File: src/rtl/fdf_pkg.sv
package fdf_pkg;

    localparam int unsigned DEF_QUEUE_DEPTH = 2;

    localparam logic [3:0]  COUNT_LIMIT   = 4'd13;
    localparam logic [15:0] BROADCAST_PAN = 16'hFFFF;
    localparam logic [15:0] ACK_REQ_MASK  = 16'h0020;
    localparam logic [15:0] DST_MODE_MASK = 16'h0C00;
    localparam logic [15:0] SRC_MODE_MASK = 16'hC000;
    localparam logic [15:0] TYPE_MASK     = 16'h0007;
    localparam logic [15:0] TYPE_ACK      = 16'h0002;
    localparam logic [7:0]  LAST_TX_RESET = 8'hFF;

    // Frame byte positions
    localparam logic [3:0] POS_FCF_LO  = 4'd0;
    localparam logic [3:0] POS_FCF_HI  = 4'd1;
    localparam logic [3:0] POS_SEQ     = 4'd2;
    localparam logic [3:0] POS_PAN_LO  = 4'd3;
    localparam logic [3:0] POS_PAN_HI  = 4'd4;
    localparam logic [3:0] POS_ADDR_LO = 4'd5;

    // Minimum lengths for the address checks
    localparam logic [3:0] LEN_MIN_FRAME = 4'd3;
    localparam logic [3:0] LEN_PAN       = 4'd5;
    localparam logic [3:0] LEN_SHORT     = 4'd7;
    localparam logic [3:0] LEN_EXT       = 4'd13;

    typedef enum logic [1:0] {
        CFG_OWN_PAN   = 2'd0,
        CFG_OWN_SHORT = 2'd1,
        CFG_OWN_EXT   = 2'd2
    } t_cfg_index;

    typedef enum logic [1:0] {
        MODE_NONE     = 2'd0,
        MODE_RESERVED = 2'd1,
        MODE_SHORT    = 2'd2,
        MODE_EXT      = 2'd3
    } t_addr_mode;

    // Snapshot of one finished frame, handed from front to back
    typedef struct packed {
        logic [3:0]  len;
        logic [15:0] fcf;
        logic [7:0]  seq;
        logic [15:0] pan;
        logic [63:0] ext;      // low 16 bits double as the short address
        logic [7:0]  last_tx;
    } t_frame_rec;

    typedef struct packed {
        logic full;
        logic empty;
    } t_q_status;

endpackage

File: src/rtl/fdf_front.sv
module fdf_front
    import fdf_pkg::*;
(
    input  logic       i_clk,
    input  logic       i_rst_n,
    input  logic       i_fire,
    input  logic       i_func,
    input  logic [7:0] i_data_byte,
    input  logic       i_last_byte,
    output logic       o_push,
    output t_frame_rec o_rec
);

    logic [3:0]  r_count, n_count;
    logic [15:0] r_fcf, n_fcf;
    logic [7:0]  r_seq, n_seq;
    logic [15:0] r_pan, n_pan;
    logic [63:0] r_ext, n_ext;
    logic [7:0]  r_last_tx;
    logic [2:0]  ext_idx;
    logic        frame_byte;

    assign frame_byte = i_fire && !i_func;
    assign ext_idx    = 3'(r_count - POS_ADDR_LO);

    always_comb begin
        n_count = r_count;
        n_fcf   = r_fcf;
        n_seq   = r_seq;
        n_pan   = r_pan;
        n_ext   = r_ext;
        if (frame_byte && r_count < COUNT_LIMIT) begin
            n_count = r_count + 4'd1;
            unique case (r_count)
                POS_FCF_LO: n_fcf[7:0]  = i_data_byte;
                POS_FCF_HI: n_fcf[15:8] = i_data_byte;
                POS_SEQ:    n_seq       = i_data_byte;
                POS_PAN_LO: n_pan[7:0]  = i_data_byte;
                POS_PAN_HI: n_pan[15:8] = i_data_byte;
                default:    n_ext[{ext_idx, 3'b000} +: 8] = i_data_byte;
            endcase
        end
    end

    assign o_push        = frame_byte && i_last_byte;
    assign o_rec.len     = n_count;
    assign o_rec.fcf     = n_fcf;
    assign o_rec.seq     = n_seq;
    assign o_rec.pan     = n_pan;
    assign o_rec.ext     = n_ext;
    assign o_rec.last_tx = r_last_tx;

    always_ff @(posedge i_clk) begin
        if (!i_rst_n) begin
            r_count   <= '0;
            r_fcf     <= '0;
            r_seq     <= '0;
            r_pan     <= '0;
            r_ext     <= '0;
            r_last_tx <= LAST_TX_RESET;
        end else begin
            if (i_fire && i_func) begin
                r_last_tx <= i_data_byte;
            end
            if (o_push) begin
                r_count <= '0;
                r_fcf   <= '0;
                r_seq   <= '0;
                r_pan   <= '0;
                r_ext   <= '0;
            end else begin
                r_count <= n_count;
                r_fcf   <= n_fcf;
                r_seq   <= n_seq;
                r_pan   <= n_pan;
                r_ext   <= n_ext;
            end
        end
    end

endmodule

File: src/rtl/fdf_queue.sv
module fdf_queue
    import fdf_pkg::*;
#(
    parameter int unsigned DEPTH = DEF_QUEUE_DEPTH
) (
    input  logic       i_clk,
    input  logic       i_rst_n,
    input  logic       i_push,
    input  t_frame_rec i_rec,
    input  logic       i_pop,
    output t_frame_rec o_rec,
    output t_q_status  o_status
);

    localparam int unsigned PTR_W = (DEPTH > 1) ? $clog2(DEPTH) : 1;
    localparam int unsigned CNT_W = $clog2(DEPTH + 1);

    t_frame_rec             r_mem [DEPTH];
    logic [PTR_W-1:0]       r_wr, r_rd;
    logic [CNT_W-1:0]       r_cnt;
    logic                   do_push, do_pop;

    assign o_status.full  = (r_cnt == CNT_W'(DEPTH));
    assign o_status.empty = (r_cnt == '0);
    assign do_push        = i_push && !o_status.full;
    assign do_pop         = i_pop && !o_status.empty;
    assign o_rec          = r_mem[r_rd];

    always_ff @(posedge i_clk) begin
        if (do_push) begin
            r_mem[r_wr] <= i_rec;
        end
    end

    always_ff @(posedge i_clk) begin
        if (!i_rst_n) begin
            r_wr  <= '0;
            r_rd  <= '0;
            r_cnt <= '0;
        end else begin
            if (do_push) begin
                r_wr <= (r_wr == PTR_W'(DEPTH - 1)) ? '0 : r_wr + 1'b1;
            end
            if (do_pop) begin
                r_rd <= (r_rd == PTR_W'(DEPTH - 1)) ? '0 : r_rd + 1'b1;
            end
            if (do_push && !do_pop) begin
                r_cnt <= r_cnt + 1'b1;
            end else if (do_pop && !do_push) begin
                r_cnt <= r_cnt - 1'b1;
            end
        end
    end

endmodule

File: src/rtl/fdf_back.sv
module fdf_back
    import fdf_pkg::*;
(
    input  logic        i_clk,
    input  logic        i_rst_n,
    input  t_frame_rec  i_rec,
    input  t_q_status   i_q_status,
    output logic        o_pop,
    input  logic [15:0] i_own_pan,
    input  logic [15:0] i_own_short,
    input  logic [63:0] i_own_ext,
    output logic        o_out_valid,
    input  logic        i_out_stall,
    output logic        o_accept,
    output logic        o_is_ack,
    output logic        o_ack_matches,
    output logic        o_send_ack,
    output logic [7:0]  o_frame_sequence
);

    logic       r_valid;
    logic       r_accept, r_is_ack, r_match, r_send;
    logic [7:0] r_seq;
    logic       is_ack, acc, pan_hit;
    t_addr_mode dmode;
    t_addr_mode smode;

    assign is_ack  = (i_rec.fcf & TYPE_MASK) == TYPE_ACK;
    assign dmode   = t_addr_mode'(i_rec.fcf[11:10]);
    assign smode   = t_addr_mode'(i_rec.fcf[15:14]);
    assign pan_hit = (i_rec.pan == BROADCAST_PAN) || (i_rec.pan == i_own_pan);

    always_comb begin
        acc = 1'b0;
        if (i_rec.len < LEN_MIN_FRAME) begin
            acc = 1'b0;
        end else if (is_ack) begin
            acc = (i_rec.len == LEN_MIN_FRAME) && (dmode == MODE_NONE) && (smode == MODE_NONE);
        end else begin
            unique case (dmode)
                MODE_NONE:     acc = 1'b1;
                MODE_RESERVED: acc = 1'b0;
                MODE_SHORT:    acc = (i_rec.len >= LEN_PAN) &&
                                     (pan_hit || ((i_rec.len >= LEN_SHORT) &&
                                      (i_rec.ext[15:0] == i_own_short)));
                MODE_EXT:      acc = (i_rec.len >= LEN_PAN) &&
                                     (pan_hit || ((i_rec.len >= LEN_EXT) &&
                                      (i_rec.ext == i_own_ext)));
                default:       acc = 1'b0;
            endcase
        end
    end

    assign o_pop = !i_q_status.empty && (!r_valid || !i_out_stall);

    always_ff @(posedge i_clk) begin
        if (!i_rst_n) begin
            r_valid <= 1'b0;
        end else if (o_pop) begin
            r_valid <= 1'b1;
        end else if (!i_out_stall) begin
            r_valid <= 1'b0;
        end
    end

    always_ff @(posedge i_clk) begin
        if (o_pop) begin
            r_accept <= acc;
            r_is_ack <= is_ack;
            r_match  <= acc && is_ack && (i_rec.seq == i_rec.last_tx);
            r_send   <= acc && !is_ack && ((i_rec.fcf & ACK_REQ_MASK) != '0);
            r_seq    <= i_rec.seq;
        end
    end

    assign o_out_valid      = r_valid;
    assign o_accept         = r_accept;
    assign o_is_ack         = r_is_ack;
    assign o_ack_matches    = r_match;
    assign o_send_ack       = r_send;
    assign o_frame_sequence = r_seq;

endmodule

File: src/rtl/frame_destination_filter_unit.sv
// Destination filter for received 802.15.4 frames.
//
// Input channel: one item per accepted cycle (i_in_valid high, o_in_stall low).
// With i_in_func = 0 the item is a frame byte; i_in_last_byte marks the final
// byte. With i_in_func = 1 the byte is recorded as the sequence number of the
// last transmitted frame; such an item leaves the frame in progress alone.
// Output channel: one result item per frame, taken when o_out_valid is high
// and i_out_stall is low.
// Throughput: one byte per cycle while the frame queue is not full, also while
// a result waits. The final byte of a frame writes the frame into the queue;
// the compare result is then loaded into the result register when the back
// pops the frame from the queue head.
// When the receiver stalls, the result register holds and the frame queue
// fills; o_in_stall rises only once the queue holds QUEUE_DEPTH frames.
// Reset (synchronous, active low) clears the frame, the queue and the result
// register, and sets the own addresses to their defaults and the recorded
// transmit sequence to 0xFF. Configuration writes take effect at once. They are
// to be made while no frame is in flight; the block does not enforce this.
module frame_destination_filter_unit
    import fdf_pkg::*;
#(
    parameter int unsigned QUEUE_DEPTH = DEF_QUEUE_DEPTH
) (
    input  logic        i_clk,
    input  logic        i_rst_n,
    // input channel
    input  logic        i_in_valid,
    output logic        o_in_stall,
    input  logic        i_in_func,
    input  logic [7:0]  i_in_data_byte,
    input  logic        i_in_last_byte,
    // output channel
    output logic        o_out_valid,
    input  logic        i_out_stall,
    output logic        o_out_accept,
    output logic        o_out_is_ack_frame,
    output logic        o_out_ack_matches,
    output logic        o_out_send_ack,
    output logic [7:0]  o_out_frame_sequence,
    // configuration
    input  logic        i_cfg_we,
    input  logic [1:0]  i_cfg_index,
    input  logic [63:0] i_cfg_data
);

    logic [15:0] r_own_pan;
    logic [15:0] r_own_short;
    logic [63:0] r_own_ext;

    logic        in_fire;
    logic        push;
    logic        pop;
    t_frame_rec  push_rec;
    t_frame_rec  head_rec;
    t_q_status   q_status;

    // Configuration registers
    always_ff @(posedge i_clk) begin
        if (!i_rst_n) begin
            r_own_pan   <= BROADCAST_PAN;
            r_own_short <= 16'hFFFF;
            r_own_ext   <= '0;
        end else if (i_cfg_we) begin
            unique case (i_cfg_index)
                CFG_OWN_PAN:   r_own_pan   <= i_cfg_data[15:0];
                CFG_OWN_SHORT: r_own_short <= i_cfg_data[15:0];
                CFG_OWN_EXT:   r_own_ext   <= i_cfg_data;
                default:       ;
            endcase
        end
    end

    // Hold the input while the queue is full
    assign o_in_stall = q_status.full;
    assign in_fire    = i_in_valid && !o_in_stall;

    // Front: assemble frame fields, snapshot them on the final byte
    fdf_front u_front (
        .i_clk       (i_clk),
        .i_rst_n     (i_rst_n),
        .i_fire      (in_fire),
        .i_func      (i_in_func),
        .i_data_byte (i_in_data_byte),
        .i_last_byte (i_in_last_byte),
        .o_push      (push),
        .o_rec       (push_rec)
    );

    // Queue of finished frames between front and back
    fdf_queue #(
        .DEPTH (QUEUE_DEPTH)
    ) u_queue (
        .i_clk    (i_clk),
        .i_rst_n  (i_rst_n),
        .i_push   (push),
        .i_rec    (push_rec),
        .i_pop    (pop),
        .o_rec    (head_rec),
        .o_status (q_status)
    );

    // Back: run the address compare and drive the result register
    fdf_back u_back (
        .i_clk            (i_clk),
        .i_rst_n          (i_rst_n),
        .i_rec            (head_rec),
        .i_q_status       (q_status),
        .o_pop            (pop),
        .i_own_pan        (r_own_pan),
        .i_own_short      (r_own_short),
        .i_own_ext        (r_own_ext),
        .o_out_valid      (o_out_valid),
        .i_out_stall      (i_out_stall),
        .o_accept         (o_out_accept),
        .o_is_ack         (o_out_is_ack_frame),
        .o_ack_matches    (o_out_ack_matches),
        .o_send_ack       (o_out_send_ack),
        .o_frame_sequence (o_out_frame_sequence)
    );

endmodule

File: config.mk
export PLATFORM = sky130hd
export DESIGN_NAME = frame_destination_filter_unit
export DESIGN_NICKNAME = d
export VERILOG_FILES = /design/src/rtl/fdf_pkg.sv /design/src/rtl/fdf_front.sv /design/src/rtl/fdf_queue.sv /design/src/rtl/fdf_back.sv /design/src/rtl/frame_destination_filter_unit.sv
export SDC_FILE = /design/constraint.sdc
export NUM_CORES = 1
export LEC_CHECK = 0
export BUFFER_PORTS_ARGS = -buffer_cell sky130_fd_sc_hd__buf_4
export CAP_MARGIN = 0
export CORE_AREA = 2 2 202 283
export CTS_CLUSTER_DIAMETER = 30
export DETAILED_ROUTE_END_ITERATION = 6
export DIE_AREA = 0 0 204 285
export GPL_ROUTABILITY_DRIVEN = 0
export GPL_TIMING_DRIVEN = 1
export PLACE_DENSITY_LB_ADDON = 0.2
export SLEW_MARGIN = 15
export SYNTH_ARGS = -nofsm -noshare
export SYNTH_HDL_FRONTEND = slang
export SYNTH_SLANG_ARGS = --single-unit
File: constraint.sdc
create_clock -name i_clk -period 19.1 [get_ports i_clk]
set_clock_uncertainty 0.2 [all_clocks]
set_input_delay 5.73 -clock i_clk [delete_from_list [all_inputs] [get_ports i_clk]]
set_output_delay 5.73 -clock i_clk [all_outputs]
set_load 0.03 [all_outputs]
### Yosys cells after proc, flatten, opt, wreduce, memory -nomap -nowiden

Memory sizes are Yosys's and may differ from the RTL's. A register that Yosys moved wholly into a read port is not among the register bits.
Cells that the tools add are included.

* add/sub/neg operators: 7
* $lt $le $gt $ge: 5
* equal/unequal tests: 18
* shifts and indexed selects: 2
* multiplexer cells: 25
* bitwise gates (word level): 1
* reduce and logical (&&, ||, !) cells: 43

Operator list (number)
* 2-to-1 mux 64 bit: 2
* bitwise mux 64 bit: 1
* == test 64 bit: 1
* variable shift 8 x 8 -> 64 bit, first input constant: 1
* indexed part select 8 x 8 -> 64 bit: 1
* 2-to-1 mux 8 bit: 6
* == test 16 bit: 2
* 2-to-1 mux 16 bit: 2
* logical AND 1 bit: 20
* == test 16 bit, second input constant: 1
* == test 4 x 2 -> 1 bit, second input constant: 3
* 2-to-1 mux 1 bit: 10
* == test 2 bit, second input constant: 4
* == test 8 bit: 1
* greater-or-equal comparator 4 x 3 -> 1 bit, second input constant: 2
* zero test 1 bit: 8
* zero test 2 bit: 4
* negation 6 -> 8 bit: 1
* AND reduction 2 bit: 3
* OR reduction 5 bit: 1
* adder 4 x 1 -> 4 bit, second input constant: 1
* == test 2 x 1 -> 1 bit, second input constant: 2
* == test 4 x 1 -> 1 bit, second input constant: 1
* == test 4 x 3 -> 1 bit, second input constant: 1
* other kinds (17): 22

* flip-flop bits (word level): 229
* memory bits (writable): 232
* input bits: 81
* output and inout bits: 14
* word-level logic and storage cells: 120
* memories: 1

Memory list
* u_queue.r_mem: depth 2, width 116, read ports 1, clocked after memory_dff 1, wr ports 1, line fdf_queue.sv:18 `t_frame_rec r_mem [DEPTH];`

### Longest topological paths before layout

* word-level depth: 10
* mapped depth: 10
* gate-level depth less buffers: 9

### By module

From an unflattened synthesis, not the netlist that was laid out.

* cells, all modules: 1581
* area total of the unflattened synthesis: 20269.4 um^2

Modules (own cells, without submodules)
* fdf_queue: instances 1, cells an instance 386, area an instance 8759.7 um^2, sequential area each 7066.8 um^2
* fdf_front: instances 1, cells an instance 583, area an instance 5815.6 um^2, sequential area each 2322.2 um^2
* frame_destination_filter_unit: instances 1, cells an instance 404, area an instance 3947.5 um^2, sequential area each 1921.8 um^2
* fdf_back: instances 1, cells an instance 208, area an instance 1746.7 um^2, sequential area each 380.4 um^2

### Worst setup path before layout

OpenSTA, ideal clock, no wires.

* path kind: input to register
* from: input port i_in_valid
* to: memory u_queue.r_mem[0][0] (netlist name) (enable)
* setup time: 577 ps
* arrival time: 10573 ps
* required time: 18323 ps
* setup slack: 7749 ps
* cell stages on the path: 4
* path buffers: 0
* path through: nand2_1 nor2_1 nand2_1 nor2_1

* cells in the longest elaborated chain, start to end: 6

Ends and longest elaborated chain
* start: declaration: line frame_destination_filter_unit.sv:27 `input logic i_in_valid,`
* logical AND 1 bit: line frame_destination_filter_unit.sv:75 `assign in_fire = i_in_valid && !o_in_stall;`
* logical AND 1 bit: line fdf_front.sv:23 `assign frame_byte = i_fire && !i_func;`
* logical AND 1 bit: line fdf_front.sv:45 `assign o_push = frame_byte && i_last_byte;`
* logical AND 1 bit: line fdf_queue.sv:25 `assign do_push = i_push && !o_status.full;`
* 2-to-1 mux 1 bit: line fdf_queue.sv:30 `if (do_push) begin`
* 2-to-1 mux 1 bit (not written as such): line fdf_queue.sv:31 `r_mem[r_wr] <= i_rec;`
* end: declaration: line fdf_queue.sv:18

No other way between the ends.

### Final worst setup path

* from: input port i_in_valid
* to: memory u_queue.r_mem[0][71] (netlist name) (enable)

The elaborated chain is that of the path after synthesis.

==> run metrics <==
Diodes inserted=0; sequential fraction of the synthesis area=0.627; largest net degree at the start of global routing=88; min-delay worst type=reg2reg; post-DR vias/cell=4.76; DIE AREA=0.0581 sq mm; Sw Ratio=0.261; Setup TNS=0 ns; unique cell type count in the Yosys netlist=53; io pins=95; clock network fraction of total power=0.490; Synth async-reset ratio=0; TritonCTS clock tree=done; Clock transition at path regs=0.05 ns; Yosys warnings=0; Post-CTS Setup Bufs=0; fillers=5427; overall routing resource usage=0.158; initial DRC count=739; final instance area=0.0216 sq mm; switching power=0.000725 W; Die Ht=285 microns; final core utilization=0.387; Peak VDD IR=0.0595 mV; Starting Density=0.315; Core Footprint=0.0559 sq mm; initial antenna violation count=1; # rows=103; hold slack=0.252 ns; layout cells sized above 1=0.180; final cell count without fillers=2405; Max Cap Viol=0; main flop type after synthesis=edfxtp_1; Final setup viols=0; global route total overflow=0; Max Buffers Root-to-Sink=3; Synth-to-Final Area Change=22.7%; DRC Markers=0; Inst Count DP=2267; grt peak-use layer=met2; htree depth=3; most frequent cells in the layout=326 x nand2_1, 228 x edfxtp_1, 209 x dfxtp_1; Port Buffers=94; Cell Area, Synth=0.0176 sq mm; period utilization=0.412; met1 Use GR=0.198; Post-synth EDFFs=228; f_max=0.127 GHz; Post-DP HPWL=29.7 mm; post-synth net total=1590; Reg area=0.0111 sq mm; syn avg cell area=11.8 sq um; fin nets=1698; clk root buf=clkbuf_16; wire per inst=19.0 microns; Synth Instances=1500; crit path capture type=register; CP Max Fanout=66; DRT antenna net count=0; number of synthesized register bits=438; first-pass GRT wire length=69.6 mm; CP Class=in2reg; status=finished clean; sequential power share=0.386; CTS buffer count=74; Lkg Pwr=8.06 nW; minimum clock period=7.87 ns; internal power=0.00205 W; actual slew at the worst max-slew pin=1.02 ns; RSZ-0062 raised after global routing=no; final WL=45.8 mm; commonest non-fill, non-tap cell in the layout=nand2_1; Slew Viols, Final=0; Fin. Hold Viols=0; number of global-route vias before repair=11600; drt first pass iters=7; slew margin rel.=0.322; Pwr Density=128 mW/mm^2; worst path required time=19.11 ns; placed cell areas=0.0191 sq mm; Logic pwr share=0.124; cts hold-fix bufs=0; Sink Count=438; clk_lat worst skew=0.60 ns; chip width=204 microns; CP Data Arrival Time=7.87 ns; Resized cells post-CTS=0; met3 GRT Util=0.0326; Worst setup SP type=input pin; Multi-input gate area=0.00621 sq mm; met2 GRT Util=0.266; via count=11500
[sequential cells by signal, summed over array words and instances, names as in the netlist, named ones only]
name and cells:
u_back.o_ack_matches 1, u_queue.r_rd 1, u_front.r_pan 16, r_own_short 16, u_front.r_seq 8, u_front.r_fcf 8, r_own_pan 16, u_queue.r_mem 216
r_own_ext 64, u_front.r_ext 64, u_back.o_out_valid 1, u_queue.r_cnt 2, u_front.r_last_tx 8, u_back.o_is_ack 1, u_back.o_frame_sequence 8, u_front.r_count 4
u_queue.r_wr 1, u_back.o_accept 1, u_back.o_send_ack 1
[kinds of logic after synthesis]
family,after synthesis,synth area share
compound gates,152,0.0558
xor+xnor,96,0.0477
fa+ha+maj,9,0.00638
buf+inv,89,0.0226
flops,438,0.627
mux,147,0.0894
simple gates,569,0.152
[routing by layer]
metal | share of wire | up-vias
li1 | - | 5558
met4 | 0.028 | 2
met2 | 0.50 | 253
met3 | 0.046 | 64
met5 | 0.00020 | -
met1 | 0.43 | 5574
[layout make-up]
| cell class | instances | area share |
|---|---|---|
| Tap cell | 735 | 0.0425 |
| Clock inverter | 43 | 0.0264 |
| Inverter | 8 | 0.00139 |
| Sequential cell | 438 | 0.511 |
| Clock buffer | 95 | 0.0933 |
| Multi-Input combinational cell | 973 | 0.287 |
| Timing Repair Buffer | 113 | 0.0392 |
[metrics by stage]
step | worst slack, ns | power, W
floorplan | 7.75 | 0.00132
global placement | 10.55 | 0.00144
detailed placement | 10.57 | 0.00144
CTS | 11.19 | 0.00281
global route | 11.02 | 0.00288
finish | 11.23 | 0.00278
[synthesized netlist by cell type (20+ instances only)]
| master | n | share of area |
|---|---|---|
| nand3_1 | 45 | 0.013 |
| mux2_2 | 49 | 0.031 |
| nor2b_1 | 43 | 0.015 |
| xor2_1 | 31 | 0.015 |
| dfxtp_1 | 210 | 0.24 |
| nand2_1 | 327 | 0.070 |
| a21boi_0 | 66 | 0.028 |
| a21oi_1 | 58 | 0.016 |
| mux2i_1 | 89 | 0.051 |
| clkbuf_1 | 53 | 0.011 |
| xnor2_1 | 65 | 0.032 |
| nor2_1 | 20 | 0.0043 |
| edfxtp_1 | 228 | 0.39 |
| nand4_1 | 64 | 0.023 |
[critical path: stages]
cell and delay (ns):
buf_4 0.09, nand2_1 0.10, nor2_1 0.15, nand2_1 0.07, buf_4 0.19, nor2_4 0.09
buf_4 0.52, buf_4 0.86
[power groups by stage]
stage / Clock (W) / Combinational [W] / Sequential, W
finish: 0.00136 / 0.000345 / 0.00107
global route: 0.00143 / 0.000371 / 0.00108
CTS: 0.00139 / 0.000350 / 0.00107
detailed placement: 0 / 0.000349 / 0.00109
global placement: 0 / 0.000348 / 0.00109
floorplan: 0 / 0.000221 / 0.00110
[worst paths after layout]
| check | end | slack, ns | cells after the start | startpoint |
|---|---|---|---|---|
| worst max-delay path | u_queue.r_mem[0][71] | 11.23 | 8 | i_in_valid |
| worst min-delay path | u_queue.r_mem[0][5] | 0.25 | 0 | u_front.r_last_tx[5] |
| worst max register to register | u_back.o_accept | 14.39 | 8 | register |
| worst min register to register | u_queue.r_mem[0][5] | 0.25 | 0 | u_front.r_last_tx[5] |
(Power assumes the default switching activity.)
